$ cat src/hdl/cem_pkg.sv
`timescale 1ns / 1ps
// Shared types, constants and a helper function for the context error modeler.
// No dependencies.
package cem_pkg;

	localparam int NumCtx = 365;
	localparam int CtxW = 9;
	localparam logic [CtxW-1:0] CtxLast = 9'd364;

	// configuration register indexes
	localparam logic [1:0] REG_T1 = 2'd0;
	localparam logic [1:0] REG_T2 = 2'd1;
	localparam logic [1:0] REG_T3 = 2'd2;
	localparam logic [1:0] REG_HALVE = 2'd3;

	typedef struct packed {
		logic [15:0]       a;
		logic signed [8:0] b;
		logic signed [7:0] c;
		logic [7:0]        n;
	} ctx_entry_t;

	typedef struct packed {
		logic            neg;
		logic [CtxW-1:0] ctx;
		logic [7:0]      px;
	} front_t;

	localparam ctx_entry_t EntryInit = '{a: 16'd4, b: 9'sd0, c: 8'sd0, n: 8'd1};

	// quantize one gradient against the threshold cascade
	function automatic logic signed [3:0] quant(input logic signed [8:0] d,
			input logic [7:0] t1, input logic [7:0] t2, input logic [7:0] t3);
		logic signed [9:0] dw;
		logic signed [9:0] p1;
		logic signed [9:0] p2;
		logic signed [9:0] p3;
		logic signed [3:0] q;
		dw = {d[8], d};
		p1 = signed'({2'b00, t1});
		p2 = signed'({2'b00, t2});
		p3 = signed'({2'b00, t3});
		if (dw <= -p3) q = -4'sd4;
		else if (dw <= -p2) q = -4'sd3;
		else if (dw <= -p1) q = -4'sd2;
		else if (dw < 10'sd0) q = -4'sd1;
		else if (dw == 10'sd0) q = 4'sd0;
		else if (dw < p1) q = 4'sd1;
		else if (dw < p2) q = 4'sd2;
		else if (dw < p3) q = 4'sd3;
		else q = 4'sd4;
		return q;
	endfunction

endpackage

$ cat src/hdl/cem_front.sv
`timescale 1ns / 1ps
// Gradient quantization, context formation and median edge prediction.
// Depends on cem_pkg.
module cem_front
	import cem_pkg::*;
(
	input  logic [7:0] ra,
	input  logic [7:0] rb,
	input  logic [7:0] rc,
	input  logic [7:0] rd,
	input  logic [7:0] t1,
	input  logic [7:0] t2,
	input  logic [7:0] t3,
	output front_t     res
);

	logic signed [3:0]  q0, q1, q2;
	logic signed [3:0]  f0, f1, f2;
	logic signed [10:0] e0, e1, e2, cw;
	logic               neg;
	logic [7:0]         mx, mn;
	logic [8:0]         pw;
	logic [7:0]         px;

	// quantize the three gradients
	always_comb begin
		q0 = quant(signed'({1'b0, rd}) - signed'({1'b0, rb}), t1, t2, t3);
		q1 = quant(signed'({1'b0, rb}) - signed'({1'b0, rc}), t1, t2, t3);
		q2 = quant(signed'({1'b0, rc}) - signed'({1'b0, ra}), t1, t2, t3);
	end

	// fold the sign and form the context index
	always_comb begin
		neg = (q0 < 4'sd0) || ((q0 == 4'sd0) &&
			((q1 < 4'sd0) || ((q1 == 4'sd0) && (q2 < 4'sd0))));
		f0 = neg ? -q0 : q0;
		f1 = neg ? -q1 : q1;
		f2 = neg ? -q2 : q2;
		e0 = 11'(f0);
		e1 = 11'(f1);
		e2 = 11'(f2);
		cw = e0 * 11'sd81 + e1 * 11'sd9 + e2;
		res.neg = neg;
		if (cw < 11'sd0) res.ctx = '0;
		else if (cw > signed'({2'b00, CtxLast})) res.ctx = CtxLast;
		else res.ctx = cw[CtxW-1:0];
		res.px = px;
	end

	// median edge predictor
	always_comb begin
		mx = (ra > rb) ? ra : rb;
		mn = (ra > rb) ? rb : ra;
		pw = {1'b0, ra} + {1'b0, rb} - {1'b0, rc};
		if (rc >= mx) px = mn;
		else if (rc <= mn) px = mx;
		else px = pw[7:0];
	end

endmodule

$ cat config.mk
export PLATFORM = sky130hd
export DESIGN_NAME = cem_front
export DESIGN_NICKNAME = d
export VERILOG_FILES = /design/src/hdl/cem_pkg.sv /design/src/hdl/cem_front.sv
export SDC_FILE = /design/constraint.sdc
export NUM_CORES = 1
export LEC_CHECK = 0
export BUFFER_PORTS_ARGS = -buffer_cell sky130_fd_sc_hd__buf_2
export CAP_MARGIN = 0
export CORE_AREA = 2 2 156 97
export DETAILED_ROUTE_END_ITERATION = 10
export DIE_AREA = 0 0 158 99
export GPL_TIMING_DRIVEN = 1
export PLACE_DENSITY_LB_ADDON = 0.3
export SYNTH_ARGS = -nofsm -noshare
export SYNTH_HDL_FRONTEND = slang
export SYNTH_SLANG_ARGS = --single-unit
$ cat constraint.sdc
create_clock -name vclk -period 15
set_input_delay 1.5 -clock vclk [all_inputs]
set_output_delay 1.5 -clock vclk [all_outputs]
set_load 0.1 [all_outputs]
# Word-level counts from Yosys, hierarchy flattened
# Index checks and enable logic that the tools add are counted.
# totals
elab_cells,86
regBits,0
out_inout_bits,18
input_bits,56
# op_classes
order_cmp,29
reduce_logical,9
n_mux,33
addsub,13
multipliers,2
# ops
op,n
9-bit by 10-bit <= comparator with 1-bit output,9
9-bit less-than comparator,9
4-bit 2-to-1 mux,15
3-bit 2-to-1 mux,12
8-bit 2-to-1 mux,4
10-bit zero test,3
8-bit negator with 10-bit output,3
9-bit by 1-bit less-than comparator with 1-bit output (second input constant),3
8-bit by 8-bit subtractor with 9-bit output,3
9-bit 2-to-1 mux,2
4-bit by 1-bit less-than comparator with 1-bit output (second input constant),3
4-bit negator,3
11-bit by 4-bit adder with 11-bit output,1
11-bit by 9-bit adder with 11-bit output,1
11-bit by 10-bit greater-than comparator with 1-bit output (second input constant),1
11-bit by 1-bit less-than comparator with 1-bit output (second input constant),1
4-bit by 8-bit multiplier with 11-bit output (second input constant),1
4-bit by 5-bit multiplier with 9-bit output (second input constant),1
8-bit adder,1
8-bit greater-or-equal comparator,1
8-bit greater-than comparator,1
8-bit <= comparator,1
4-bit zero test,2
8-bit subtractor,1
2 further kinds,4

# Longest topological paths before layout
# logic_depth
ltp_word,22
depth_mapped,47
depth_no_buf,46

# Worst setup path before layout
# No wires, ideal clock.
# synth_path
path_kind,input port to output port
startpoint,input rb[0]
endpoint,output res[12] (netlist bit)
path_slack_ns,0.334
t_arrival_ns,13.166
n_path_buf,1
required_ns,13.500
cell_stages,40
path_cell_list,inv_1 > ha_1 > fa_1 > nand2b_1 > a21oi_1 > or3_1 > o2111ai_1 > ha_1 > a211o_1 > a21oi_1 > a31oi_1 > o22a_1 > or3_2 > a311o_1 > ha_1 > inv_1 > a31o_2 > o21ai_2 > [4 not listed] > inv_1 > fa_1 > inv_1 > fa_1 > inv_1 > fa_1 > inv_1 > ha_1 > ha_1 > or4_1 > a31o_2 > a21oi_1 > xnor2_1 > and4_1 > o21a_1 > o21a_1 > buf_6 > nor4_1
# synth_rtl
element,line,source
from (decl),cem_front.sv:8,"input logic [7:0] rb,"
to (decl),cem_front.sv:14,output front_t res

==> flow_metrics.tcl <==
set metrics [dict create \
    cts_setup_buffers 0 \
    nFillCells 1309 \
    die_h_um 99 \
    yosys-top-cells-count "ha_1, inv_1, nor2_1" \
    diodes 0 \
    overflow 0 \
    first_global_vias 7760 \
    critical_path.max_stage_delay_ns 0.54 \
    syn_to_final_growth_pct 7.49 \
    worstPathArrival_ns 12.26 \
    rows 34 \
    seq_cells 0 \
    grt.total_usage 0.318 \
    hold_buffers 0 \
    grt_setup_unrepaired "false" \
    ys_top_cells_by_area "ha_1, fa_1, inv_1" \
    fmax_mhz 72.7 \
    final-hold-violation-count 0 \
    setup_ws_ns 1.24 \
    setup_violations 0 \
    drt-wirelength-per-cell_um 18.9 \
    fin_tns_setup_ns 0 \
    dp_hpwl_um 20700 \
    start_util 0.591 \
    syn_nets 1380 \
    finalCriticalPeriod_ns 13.76 \
    final_nets 1457 \
    start_kind "input port" \
    endpoint_kind "primary output" \
    hold_class "in -> out" \
    syn_inst 1040 \
    antenna_found_initial 0 \
    die_area_um2 15600 \
    drc 0 \
    post_cts_resized 0 \
    nClkBuffers 0 \
    gp_congestion 0.953 \
    syn_area_um2 8400 \
    coreArea_um2 14200 \
    required_ns 13.50 \
    yosysUniqueCellTypes 90 \
    slew_headroom 0.132 \
    outcome "completed" \
    ys_seq_area_frac 0 \
    cpMaxStageDelayCell "fa_1" \
    die_x_um 158 \
    tightest_slew_ns 1.29 \
    ant_nets 0 \
    slew_violations 0 \
    yosysTopAreaCell "ha_1" \
    num_vias 8193 \
    synth.most_common_cell "ha_1" \
    drt_iter0_markers 862 \
    via_per_inst 6.24 \
    crit_path_frequent_cell "inv_1" \
    ys_warn_count 0 \
    final-seq-area_um2 0 \
    place_ws_ns 1.34 \
    cap_violations 0 \
    firstDrtPassIters 7 \
    period_share 0.917 \
    multi_input_area_um2 7870 \
    portBuffers 74 \
    path_class "in -> out" \
    synth.avg_cell_area_um2 8.08 \
    ioPinCount 74 \
    drive_gt1_frac 0.116 \
    cp_max_fo 9 \
    synth_top_area_frac 0.386 \
    routed_wl_um 24800 \
    grt_max_degree 25 \
    grt_first_pass_wirelength_um 39700 \
]
worst max-delay path: cells and delay by family:
kind,cells,cell delay [ns]
AO/OA/AOI/OAI,14,3.41
XOR/XNOR,1,0.14
adder cells (fa/ha/maj),10,3.83
buffers and inverters,9,1.16
multiplexers,1,0.42
AND/OR/NAND/NOR,6,1.79
worst paths after layout:
check,startpoint,endpoint,slack [ns],cells past startpoint
worst max-delay path,rb[0],res[9],1.24,41
worst min-delay path,ra[5],res[5],3.73,4
layer usage:
layer  global-route usage  part of all wire  vias up
met4               0.0284             0.011        0
met3               0.0721              0.12       25
met2                0.479              0.40      373
met5                    0                 0        -
met1                0.477              0.48     3757
li1                     -                 -     4038
cell families after synthesis:
family	Yosys count	synth area share
mux	28	0.0349
fa+ha+maj	284	0.445
buf+inv	137	0.0634
xor+xnor	49	0.0520
simple gates	272	0.179
compound gates	270	0.226
cell type report:
class | count | area share
multi-input combinational | 903 | 0.872
inverter | 132 | 0.0549
timing repair buffer | 80 | 0.0460
tap | 198 | 0.0274
cells in the final DEF (no fill, tap or decap), drive strengths merged, types with 12 or more instances in the layout:
cell / synthesis / routed
nand4: 18 / 18
mux2i: 18 / 18
nand3: 31 / 31
o21ai: 56 / 56
o21a: 17 / 17
buf: 3 / 80
a21o: 23 / 23
nor2b: 23 / 23
ha: 259 / 259
xnor2: 34 / 34
nand2: 29 / 29
fa: 25 / 25
xor2: 15 / 15
nand2b: 13 / 13
inv: 131 / 131
a21oi: 64 / 64
a211oi: 14 / 14
o2111ai: 12 / 12
nor3: 32 / 32
nor2: 67 / 67
stage by stage:
step	instance area (um^2)	std cells	hold slack, ns	util
6_report	9030	1313	3.73	0.636
5_1_grt	9030	1313	3.75	0.636
3_3_place_gp	9030	1313	3.70	0.636
2_1_floorplan	8400	1040	3.60	-
3_5_place_dp	9030	1313	3.70	0.636
4_1_cts	9030	1313	3.70	0.636
Power is not shown: default switching activity piles up to over one toggle a cycle in this logic, so the estimate is an artifact.
