===== src/hdl/cem_pkg.sv =====
`timescale 1ns / 1ps
// Shared types, constants and a helper function for the context error modeler.
// No dependencies.
package cem_pkg;

	localparam int NumCtx = 365;
	localparam int CtxW = 9;
	localparam logic [CtxW-1:0] CtxLast = 9'd364;

	// configuration register indexes
	localparam logic [1:0] REG_T1 = 2'd0;
	localparam logic [1:0] REG_T2 = 2'd1;
	localparam logic [1:0] REG_T3 = 2'd2;
	localparam logic [1:0] REG_HALVE = 2'd3;

	typedef struct packed {
		logic [15:0]       a;
		logic signed [8:0] b;
		logic signed [7:0] c;
		logic [7:0]        n;
	} ctx_entry_t;

	typedef struct packed {
		logic            neg;
		logic [CtxW-1:0] ctx;
		logic [7:0]      px;
	} front_t;

	localparam ctx_entry_t EntryInit = '{a: 16'd4, b: 9'sd0, c: 8'sd0, n: 8'd1};

	// quantize one gradient against the threshold cascade
	function automatic logic signed [3:0] quant(input logic signed [8:0] d,
			input logic [7:0] t1, input logic [7:0] t2, input logic [7:0] t3);
		logic signed [9:0] dw;
		logic signed [9:0] p1;
		logic signed [9:0] p2;
		logic signed [9:0] p3;
		logic signed [3:0] q;
		dw = {d[8], d};
		p1 = signed'({2'b00, t1});
		p2 = signed'({2'b00, t2});
		p3 = signed'({2'b00, t3});
		if (dw <= -p3) q = -4'sd4;
		else if (dw <= -p2) q = -4'sd3;
		else if (dw <= -p1) q = -4'sd2;
		else if (dw < 10'sd0) q = -4'sd1;
		else if (dw == 10'sd0) q = 4'sd0;
		else if (dw < p1) q = 4'sd1;
		else if (dw < p2) q = 4'sd2;
		else if (dw < p3) q = 4'sd3;
		else q = 4'sd4;
		return q;
	endfunction

endpackage


===== src/hdl/cem_update.sv =====
`timescale 1ns / 1ps
// Bias correction, residual mapping, Golomb order and context update.
// Depends on cem_pkg.
module cem_update
	import cem_pkg::*;
(
	input  front_t     fr,
	input  logic [7:0] ix,
	input  ctx_entry_t cur,
	input  logic [7:0] halve_at,
	output logic [7:0] merr,
	output logic [4:0] k,
	output ctx_entry_t nxt
);

	logic signed [10:0] pw;
	logic [7:0]         pxc;
	logic signed [9:0]  ew;
	logic signed [7:0]  err;
	logic signed [9:0]  errw, bw, nw, m;
	logic [16:0]        ge;
	logic [7:0]         amag;
	logic [16:0]        a2;
	logic [15:0]        a2s, a3;
	logic signed [10:0] b2, b3, b4, nn;
	logic [8:0]         n3;
	logic               halve;
	logic signed [7:0]  c2;

	// corrected, clamped prediction and the residual modulo 256
	always_comb begin
		pw = fr.neg ? signed'({3'b000, fr.px}) - 11'(cur.c)
			: signed'({3'b000, fr.px}) + 11'(cur.c);
		if (pw > 11'sd255) pxc = 8'd255;
		else if (pw < 11'sd0) pxc = 8'd0;
		else pxc = pw[7:0];
		ew = signed'({2'b00, ix}) - signed'({2'b00, pxc});
		if (fr.neg) ew = -ew;
		err = signed'(ew[7:0]);
	end

	// Golomb order: smallest k with N shifted left by k reaching A
	always_comb begin
		for (int i = 0; i <= 16; i++) begin
			ge[i] = (({16'd0, cur.n} << i) >= {8'd0, cur.a});
		end
		k = 5'd16;
		for (int i = 16; i >= 0; i--) begin
			if (ge[i]) k = 5'(i);
		end
	end

	// map the residual to a non-negative code
	always_comb begin
		errw = 10'(err);
		bw = 10'(cur.b);
		nw = signed'({2'b00, cur.n});
		if ((k == 5'd0) && ((bw + bw) <= -nw)) begin
			m = (err >= 8'sd0) ? (errw + errw + 10'sd1) : -(errw + errw + 10'sd2);
		end else begin
			m = (err >= 8'sd0) ? (errw + errw) : (-(errw + errw) - 10'sd1);
		end
		merr = m[7:0];
	end

	// update A, B, C and N with halving
	always_comb begin
		amag = (err < 8'sd0) ? 8'(-errw) : 8'(errw);
		a2 = {1'b0, cur.a} + {9'd0, amag};
		a2s = a2[16] ? 16'hFFFF : a2[15:0];
		b2 = 11'(cur.b) + 11'(err);
		halve = (cur.n >= halve_at);
		a3 = halve ? (a2s >> 1) : a2s;
		b3 = halve ? (b2 >>> 1) : b2;
		n3 = (halve ? {2'b00, cur.n[7:1]} : {1'b0, cur.n}) + 9'd1;
		nn = signed'({2'b00, n3});
		c2 = cur.c;
		b4 = b3;
		if (b3 <= -nn) begin
			b4 = b3 + nn;
			if (cur.c > -8'sd128) c2 = cur.c - 8'sd1;
			if (b4 <= -nn) b4 = 11'sd1 - nn;
		end else if (b3 > 11'sd0) begin
			b4 = b3 - nn;
			if (cur.c < 8'sd127) c2 = cur.c + 8'sd1;
			if (b4 > 11'sd0) b4 = 11'sd0;
		end
		nxt.a = a3;
		nxt.b = b4[8:0];
		nxt.c = c2;
		nxt.n = n3[7:0];
	end

endmodule


===== config.mk =====
export PLATFORM = sky130hd
export DESIGN_NAME = cem_update
export DESIGN_NICKNAME = d
export VERILOG_FILES = /design/src/hdl/cem_pkg.sv /design/src/hdl/cem_update.sv
export SDC_FILE = /design/constraint.sdc
export NUM_CORES = 1
export LEC_CHECK = 0
export BUFFER_PORTS_ARGS = -buffer_cell sky130_fd_sc_hd__buf_4
export CAP_MARGIN = 30
export CELL_PAD_IN_SITES_DETAIL_PLACEMENT = 1
export CELL_PAD_IN_SITES_GLOBAL_PLACEMENT = 1
export CORE_MARGIN = 2
export CORE_UTILIZATION = 48
export DETAILED_ROUTE_END_ITERATION = 10
export PLACE_DENSITY = 0.95
export SYNTH_ARGS = -nofsm -noshare
export SYNTH_HDL_FRONTEND = slang
export SYNTH_SLANG_ARGS = --single-unit
export TNS_END_PERCENT = 30

===== constraint.sdc =====
create_clock -name vclk -period 25.7
set_input_delay 2.57 -clock vclk [all_inputs]
set_output_delay 2.57 -clock vclk [all_outputs]
set_load 0.005 [all_outputs]

* Yosys cells after proc, flatten, opt, wreduce, memory -nomap -nowiden *
Cells that the tools add are included.

cells by class
  $add $sub $neg = 22
  multipliers = 0
  div/mod/pow operators = 0
  order comparisons = 28
  equal/unequal tests = 0
  shifts and indexed selects = 0
  muxes and demuxes = 36
  bitwise gates (word level) = 0
  reduce and logical (&&, ||, !) cells = 2

operator list
  cell                                         count
  2-to-1 mux 8 bit                             12
  2-to-1 mux 5 bit                             16
  2-to-1 mux 9 bit                             5
  2-to-1 mux 16 bit                            2
  negation 8 bit                               4
  >= comparator 23 x 16 -> 1 bit               1
  >= comparator 22 x 16 -> 1 bit               1
  >= comparator 21 x 16 -> 1 bit               1
  adder 9 x 8 -> 10 bit                        2
  >= comparator 20 x 16 -> 1 bit               1
  >= comparator 19 x 16 -> 1 bit               1
  >= comparator 18 x 16 -> 1 bit               1
  adder 16 x 8 -> 17 bit                       1
  >= comparator 17 x 16 -> 1 bit               1
  adder 8 x 2 -> 8 bit, second input constant  2
  >= comparator 10 x 16 -> 1 bit               1
  >= comparator 11 x 16 -> 1 bit               1
  >= comparator 12 x 16 -> 1 bit               1
  >= comparator 13 x 16 -> 1 bit               1
  >= comparator 14 x 16 -> 1 bit               1
  >= comparator 15 x 16 -> 1 bit               1
  >= comparator 16 bit                         1
  >= comparator 8 x 16 -> 1 bit                1
  >= comparator 9 x 16 -> 1 bit                1
  27 further kinds                             28

storage, ports and cells
  register bits after elaboration = 0
  bits in latches = 0
  bits in writable memories = 0
  memory bits (read-only) = 0
  input port bits = 75
  output and inout bits = 54
  logic and storage cells = 88
  memories kept = 0

* Longest topological paths before layout *
Gate-level depths: netlist of the first run.

  depth after elaboration = 20
  depth in mapped cells = 45
  gate-level depth less buffers = 43

* Worst setup path before layout of the first run *
OpenSTA, ideal clock, no wires.

  kind = input to output
  from = input cur[10] (netlist bit)
  to = output nxt[20] (netlist bit)
  data arrival time = 11.127 ns
  data required time = 23.130 ns
  setup slack = 12.003 ns
  stages on the path = 41
  buffers on the path = 3
  cells stage by stage = clkbuf_1 -> or3_1 -> nor3_1 -> nor2_1 -> xnor2_1 -> ha_1 -> o31ai_1 -> a31oi_1 -> a21oi_1 -> nor2_1 -> xor2_1 -> a21boi_0 -> inv_1 -> ha_1 -> nand2b_1 -> a21oi_1 -> xor2_1 -> o21ai_0 -> [5 not listed] -> a21oi_1 -> o31ai_1 -> o41ai_1 -> o21ai_0 -> ha_1 -> clkbuf_1 -> nand2_1 -> o21ai_0 -> nor2_1 -> xnor2_1 -> ha_1 -> or4_1 -> o221ai_1 -> o21ai_0 -> a2111oi_2 -> nor2_1 -> or3_1 -> a31oi_1

RTL lines
  item                line              text
  start: declaration  cem_update.sv:9   input ctx_entry_t cur,
  end: declaration    cem_update.sv:13  output ctx_entry_t nxt

==> results of run 1 <==
critical path, delay by kind of cell:
kind,cells,cell delay (ns)
buf+inv,5,0.67
simple gates,11,2.56
compound gates,15,4.07
xor+xnor,5,1.42
fa+ha+maj,6,2.10
cell usage after synthesis, types with 9 or more instances:
master    count  share of area [%]
a221oi_1     10                1.0
a21oi_1      76                4.5
nand2_1      89                4.0
o211ai_1      9               0.80
and3_1       12               0.89
a21o_1       31                2.8
nand3_1      41                2.4
mux2i_1      17                2.0
a211oi_1     13                1.2
o31ai_1       9               0.80
xor2_1       27                2.8
nand4_1      13               0.97
nand2b_1     10               0.74
nor2b_1      14                1.0
o21a_1       21                1.9
nor2_1       85                3.8
o21bai_1      9               0.80
a31oi_1      17                1.3
xnor2_1      70                7.3
o21ai_0      60                3.6
nor4_1       14                1.0
inv_1        82                3.7
nor3_1       43                2.6
clkbuf_1     30                1.3
ha_1        195                 29
per-layer routing:
layer / track usage, % / vias to the layer above / routed length [um]
met3: 2.125 / 98 / 1819
met5: 0 / - / 0
met2: 57.51 / 400 / 14660
met4: 10.07 / 0 / 986
li1: - / 4531 / -
met1: 41.83 / 4721 / 13240
layout make-up:
class / instances / area [um^2]
Fill cell: 2244 / 7756
Inverter: 85 / 319.1
Multi-Input combinational cell: 1036 / 7949
Tap cell: 225 / 281.5
Timing Repair Buffer: 124 / 930.9
worst paths after layout:
path	slack, ns	cells past startpoint	to
max	9.71	42	nxt[16]
min	5.49	3	nxt[11]
where the power goes:
| part | internal, uW | total (uW) | switching [uW] |
|---|---|---|---|
| clock network | 0 | 0 | 0 |
| registers | 0 | 0 | 0 |
| logic | 623 | 1460 | 833 |
| total | 623 | 1460 | 833 |
through the flow:
stage / instances / total power, uW / worst slack, ns
final: 1470 / 1457 / 9.707
after detailed placement: 1470 / 1428 / 9.926
after floorplan: 1158 / 967.5 / 12.00
after global placement: 1470 / 1364 / 10.30
after global routing: 1470 / 1593 / 8.864
after CTS: 1470 / 1437 / 9.851
kinds of logic (layout without fill, tap and decap cells):
| kind of cell | after synthesis | in the layout | synth area share (%) |
|---|---|---|---|
| buffers and inverters | 122 | 209 | 5.546 |
| AOI/OAI and AO/OA | 343 | 343 | 28.93 |
| muxes | 23 | 23 | 2.825 |
| adders and majority gates | 201 | 201 | 30.42 |
| and+or+nand+nor | 371 | 371 | 21.99 |
| xor gates and xnor gates | 98 | 98 | 10.29 |
==> flow_summary.json, run 1 <==
{
  "vias_per_cell": 6.633,
  "critPathLaunchType": "input pin",
  "avgSynthCellArea_um2": 7.267,
  "start_util_pct": 48.82,
  "detail-route-antenna-nets": 0,
  "worstPathRequired_ns": 23.13,
  "rsz0062_at_grt": "no",
  "dr.pass1.iters": 6,
  "synthCells": 1158,
  "core_um2": 17240,
  "crit_type": "in2out",
  "synth_seq_area_share_pct": 0,
  "finalMaxSlewViolations": 0,
  "antenna_found_initial": 0,
  "fin_hold_ws_ns": 5.485,
  "grt_usage_pct": 32.45,
  "worstHoldStart": "cur[11]",
  "port_buffers": 120,
  "globalRoute.totalOverflow": 0,
  "period_share_pct": 62.23,
  "final_core_util_pct": 55.00,
  "critPathSlowestCell": "a2111oi_2",
  "dpl.hpwl_um": 24910,
  "hold_path_class": "in2out",
  "max_cap_violations": 0,
  "finalWirelength_um": 30710,
  "worst_slew_pin_slew_ns": 0.9618,
  "io_pins": 129,
  "area_growth_pct": 12.65,
  "worst-path-max-fanout": 9,
  "wl_per_cell_um": 20.89,
  "ir_worst_vdd_v": 0.0001686,
  "synth_fp_nets": 1434,
  "grt_pass1_wl_um": 49330,
  "hold_violations": 0,
  "p_leak_uw": 0.004473,
  "most-common-layout-cells": "ha_1, buf_4, nand2_1",
  "design.seq.count": 0,
  "drt_iter0_drc": 637,
  "die_area_um2": 18610,
  "num_antenna_cells": 0,
  "postCtsHoldBufs": 0,
  "final_common_cell": "ha_1",
  "register_area_um2": 0,
  "cp-end-kind": "primary output",
  "netlist_area_um2": 8416,
  "num_rows": 48,
  "drc_errors": 0,
  "dr_total_vias": 9750,
  "finalSetupViolations": 0,
  "grt_pass1_vias": 9999,
  "power.density_nw_per_um2": 153.6,
  "max_stage_delay_ns": 0.83,
  "final_area_um2": 9480,
  "place_area_um2": 9480,
  "fin_crit_ns": 15.99,
  "synth_cell_types": 85,
  "layout.nets": 1523,
  "yosys_warnings": 0,
  "clkbuf_count": 0,
  "cts_setup_buffers": 0,
  "place.gp.congestion": 0.9173,
  "startpoint": "cur[8]",
  "die_x_um": 136.4,
  "post_cts_resize_count": 0,
  "relSlewSlack_pct": 34.04,
  "timing.fmax_ghz": 0.06253,
  "arrival_ns": 13.42,
  "dieHeight_um": 136.4,
  "status": "finished clean",
  "drive_above_1_share_pct": 12.69,
  "grt_max_degree": 36,
  "timing.critical_path.mode_cell": "ha_1",
  "finalSetupTns_ns": 0
}
Note: power is estimated with default switching activity, not from simulation.
==> run 2, diff against run 1 <==
--- a/config.mk
+++ b/config.mk
@@ -10,9 +10,9 @@
 export CELL_PAD_IN_SITES_DETAIL_PLACEMENT = 1
 export CELL_PAD_IN_SITES_GLOBAL_PLACEMENT = 1
 export CORE_MARGIN = 2
-export CORE_UTILIZATION = 48
+export CORE_UTILIZATION = 40
 export DETAILED_ROUTE_END_ITERATION = 10
-export PLACE_DENSITY = 0.95
+export PLACE_DENSITY = 0.87
 export SYNTH_ARGS = -nofsm -noshare
 export SYNTH_HDL_FRONTEND = slang
 export SYNTH_SLANG_ARGS = --single-unit
==> constraint.sdc (replaced) <==
create_clock -name vclk -period 13.8
set_input_delay 1.38 -clock vclk [all_inputs]
set_output_delay 1.38 -clock vclk [all_outputs]
set_load 0.005 [all_outputs]
==> run 2 against run 1 <==
Sequential share of layout area stayed put. Non-clock buffer count grew 4. First-iteration DRC count down 25%. Worst setup slack got worse by 9.0 ns. Hold slack worse by 2.4 ns. Combinational power is 86% higher. Largest cell class unchanged.
==> flow_summary.json, run 2 (synthesized netlist as in run 1, its figures left out) <==
{
  "fin_hold_ws_ns": 3.125,
  "max_cap_violations": 0,
  "total_power_uw": 2720,
  "final_common_cell": "ha_1",
  "pwr-share-seq_pct": 0,
  "crit_type": "in2out",
  "antenna_found_initial": 0,
  "arrival_ns": 11.70,
  "hold_path_class": "in2out",
  "timing.critical_path.mode_cell": "ha_1",
  "finalMaxSlewViolations": 0,
  "startpoint": "cur[8]",
  "worstHoldStart": "cur[10]",
  "drive_above_1_share_pct": 13.05,
  "port_buffers": 120,
  "grt_max_degree": 36,
  "wl_per_cell_um": 19.55,
  "fin_crit_ns": 13.08,
  "dr_total_vias": 9438,
  "worst_slew_pin_slew_ns": 0.8948,
  "dieHeight_um": 149.1,
  "design.seq.count": 0,
  "cp-end-kind": "primary output",
  "worst-path-max-fanout": 9,
  "layout.nets": 1527,
  "max_stage_delay_ns": 0.59,
  "num_antenna_cells": 0,
  "finalSetupViolations": 0,
  "dr.pass1.iters": 5,
  "worst_slack_ns": 0.7197,
  "worstPathRequired_ns": 12.42,
  "core_um2": 20820,
  "die_x_um": 149.1,
  "pre_cts_slack_ns": 0.8236,
  "clkbuf_count": 0,
  "place.gp.congestion": 0.9249,
  "finalSetupTns_ns": 0,
  "grt_pass1_vias": 9952,
  "area_growth_pct": 13.81,
  "status": "finished clean",
  "vias_per_cell": 6.193,
  "relSlewSlack_pct": 39.89,
  "postCtsHoldBufs": 0,
  "power.density_nw_per_um2": 284.0,
  "dpl.hpwl_um": 24140,
  "clock_power_share_pct": 0,
  "drt_iter0_drc": 477,
  "cts_setup_buffers": 0,
  "most-common-layout-cells": "ha_1, buf_4, nand2_1",
  "register_area_um2": 0,
  "start_util_pct": 40.42,
  "rsz0062_at_grt": "no",
  "hold_violations": 0,
  "p_sw_share_pct": 56.80,
  "num_rows": 53,
  "period_share_pct": 94.78,
  "switchingPower_uw": 1545,
  "critPathLaunchType": "input pin",
  "globalRoute.totalOverflow": 0,
  "detail-route-antenna-nets": 0,
  "grt_pass1_wl_um": 48470,
  "timing.fmax_ghz": 0.07645,
  "finalWirelength_um": 29800,
  "die_area_um2": 22220,
  "p_comb_share_pct": 100.0,
  "p_leak_uw": 0.004494,
  "ir_worst_vdd_v": 0.0002772,
  "internal-power_uw": 1175,
  "drc_errors": 0,
  "grt_usage_pct": 26.09,
  "io_pins": 129,
  "critPathSlowestCell": "o41ai_1"
}
==> run 2: final cells by class <==
class | instances | area [um^2]
repair buffers | 128 | 960.9
well taps | 275 | 344.1
fillers | 2681 | 11240
multi-input cells | 1036 | 7954
inverters | 85 | 319.1
==> run 2: critical path: cells and delay by family <==
| family | cells | cell delay, ns |
|---|---|---|
| XOR/XNOR | 5 | 1.41 |
| AO/OA/AOI/OAI | 14 | 3.58 |
| AND/OR/NAND/NOR | 8 | 1.52 |
| adder cells (fa/ha/maj) | 8 | 2.63 |
| buffers and inverters | 7 | 1.18 |
==> run 2: power by group through the flow <==
stage | sequential, uW | clock [uW] | combinational (uW)
finish | 0 | 0 | 2720
global route | 0 | 0 | 2980
CTS | 0 | 0 | 2690
detailed placement | 0 | 0 | 2670
global placement | 0 | 0 | 2570
floorplan | 0 | 0 | 1800
==> run 2: routing by layer <==
metal | vias up | part of all wire [%] | wire (um) | track usage [%]
met1 | 4600 | 46 | 13750 | 34.06
met3 | 68 | 3.9 | 1157 | 1.468
met2 | 237 | 47 | 14120 | 46.41
li1 | 4533 | - | - | -
met5 | - | 0 | 0 | 0
met4 | 0 | 2.6 | 771 | 7.381
==> run 2: repair_timing <==
item | 4_1_cts | 5_1_grt
endpoints found under the setup margin | 0 | 8
gates resized for setup | 0 | 2
hold endpoints to repair | 0 | 0
==> run 2: worst paths after layout <==
path	slack [ns]	endpoint	depth (start not counted)
worst max-delay path	0.72	nxt[16]	42
worst min-delay path	3.12	nxt[10]	3
==> run 2: metrics by stage <==
| stage | instance area (um^2) | instances | util (%) |
|---|---|---|---|
| after detailed placement | 9573 | 1524 | 45.97 |
| after global routing | 9578 | 1524 | 46.00 |
| final | 9578 | 1524 | 46.00 |
| after CTS | 9573 | 1524 | 45.97 |
| after floorplan | 8416 | 1158 | - |
| after global placement | 9573 | 1524 | 45.97 |
==> run 3, diff against run 2 <==
--- a/config.mk
+++ b/config.mk
@@ -5,7 +5,7 @@
 export SDC_FILE = /design/constraint.sdc
 export NUM_CORES = 1
 export LEC_CHECK = 0
-export BUFFER_PORTS_ARGS = -buffer_cell sky130_fd_sc_hd__buf_4
+export BUFFER_PORTS_ARGS = -buffer_cell sky130_fd_sc_hd__buf_2
 export CAP_MARGIN = 30
 export CELL_PAD_IN_SITES_DETAIL_PLACEMENT = 1
 export CELL_PAD_IN_SITES_GLOBAL_PLACEMENT = 1
==> constraint.sdc (replaced) <==
create_clock -name vclk -period 13.8
set_input_delay 2.07 -clock vclk [all_inputs]
set_output_delay 2.07 -clock vclk [all_outputs]
set_load 0.005 [all_outputs]
==> run 3 against run 2 <==
Global-route usage up 0.31 points. Via count up 1.0%. Sequential cell count unchanged. Sequential share of layout area unchanged. Worst setup slack worse by 0.55 ns. First-iteration DRC count up 1.0%. Die area unchanged.
==> flow_summary.json, run 3 (synthesized netlist as in run 1, its figures left out) <==
{
  "finalSetupViolations": 0,
  "path_buf_inv": 5,
  "hold_violations": 0,
  "dpl.hpwl_um": 24360,
  "max_cap_violations": 0,
  "grt_pass1_vias": 9718,
  "hold_path_class": "in2out",
  "clkbuf_count": 0,
  "fin_hold_ws_ns": 4.520,
  "fin_crit_ns": 13.63,
  "io_pins": 129,
  "critPathLaunchType": "input pin",
  "total_power_uw": 2717,
  "globalRoute.totalOverflow": 0,
  "timing.fmax_ghz": 0.07337,
  "start_util_pct": 40.42,
  "timing.critical_path.mode_cell": "ha_1",
  "cp_top_family": "compound AO/OA/AOI/OAI gates",
  "pre_cts_slack_ns": -0.2313,
  "grt_usage_pct": 26.40,
  "finalWirelength_um": 30690,
  "place.gp.congestion": 0.8941,
  "status": "finished clean",
  "antenna_found_initial": 1,
  "most-common-layout-cells": "ha_1, buf_2, nand2_1",
  "max_stage_delay_ns": 0.49,
  "detail-route-antenna-nets": 0,
  "vias_per_cell": 6.201,
  "num_rows": 53,
  "wl_per_cell_um": 19.96,
  "dr.pass1.iters": 5,
  "cp-end-kind": "primary output",
  "final_common_cell": "ha_1",
  "worst-path-max-fanout": 8,
  "placed_cells": 1532,
  "layout.nets": 1540,
  "register_area_um2": 0,
  "drt_iter0_drc": 482,
  "worst_slew_pin_slew_ns": 0.9087,
  "arrival_ns": 11.56,
  "die_x_um": 149.1,
  "dieHeight_um": 149.1,
  "fillers": 2752,
  "design.seq.count": 0,
  "grt_max_degree": 35,
  "relSlewSlack_pct": 38.96,
  "area_growth_pct": 12.95,
  "worst_slack_ns": 0.1700,
  "power.density_nw_per_um2": 285.8,
  "drc_errors": 0,
  "p_leak_uw": 0.004480,
  "dr_total_vias": 9537,
  "port_buffers": 120,
  "die_area_um2": 22220,
  "finalMaxSlewViolations": 0,
  "period_share_pct": 98.77,
  "ir_worst_vdd_v": 0.0002771,
  "crit_type": "in2out",
  "grt_pass1_wl_um": 48670,
  "drive_above_1_share_pct": 15.61,
  "layoutNonFillerInstCount": 1538,
  "core_um2": 20820,
  "critPathSlowestCell": "ha_1",
  "worstPathRequired_ns": 11.73
}
## run 3: changes by cell type in the layout (fill, tap and decap cells not counted), moves of 4 or more
| cell | change |
|---|---|
| buf_2 | +120 |
| buf_4 | -107 |
| ha_1 | -4 |
| ha_2 | +4 |
| xor2_1 | -4 |
| xor2_2 | +4 |
## run 3: routing by layer
layer  GRT usage (%)  share of wire, %  vias to the layer above
met2           45.90                47                      291
met4           7.190               3.2                        0
met3           1.621               4.7                       78
met5               0                 0                        -
met1           35.34                45                     4620
li1                -                 -                     4548
## run 3: per-stage QoR
step | area, um^2 | utilization, % | setup TNS (ns)
2_1_floorplan | 8416 | - | 0
3_3_place_gp | 9333 | 44.82 | 0
3_5_place_dp | 9333 | 44.82 | -1.319
4_1_cts | 9335 | 44.83 | 0
5_1_grt | 9505 | 45.65 | -2.581
6_report | 9505 | 45.65 | 0
## run 3: repair_timing
action | 4_1_cts | 5_1_grt
resized for setup | 3 | 24
setup endpoints to repair | 8 | 12
setup buffers | 0 | 5
hold buffers | 0 | 0
pin swaps | 1 | 5
gates cloned | 0 | 0
## run 3: cell type report
cell class,count,area (um^2),share of cell area [%]
Multi-Input combinational cell,1036,8082,85.02
Timing Repair Buffer,141,758.2,7.977
Tap cell,275,344.1,3.620
Inverter,85,319.1,3.357
Antenna cell,1,2.502,0.02633
## run 3: path summary, 6_finish.rpt
path / startpoint / end / cells past startpoint
setup / recovery: cur[9] / nxt[20] / 40
hold / removal: cur[11] / nxt[11] / 3
## run 3: where the power goes
part           internal, uW  switching [uW]  total [uW]   leakage [uW]
combinational          1140            1580        2720        0.00448
clock            0.00000969               0  0.00000969  0.00000000634
sequential                0               0           0              0
total                  1140            1580        2720        0.00448
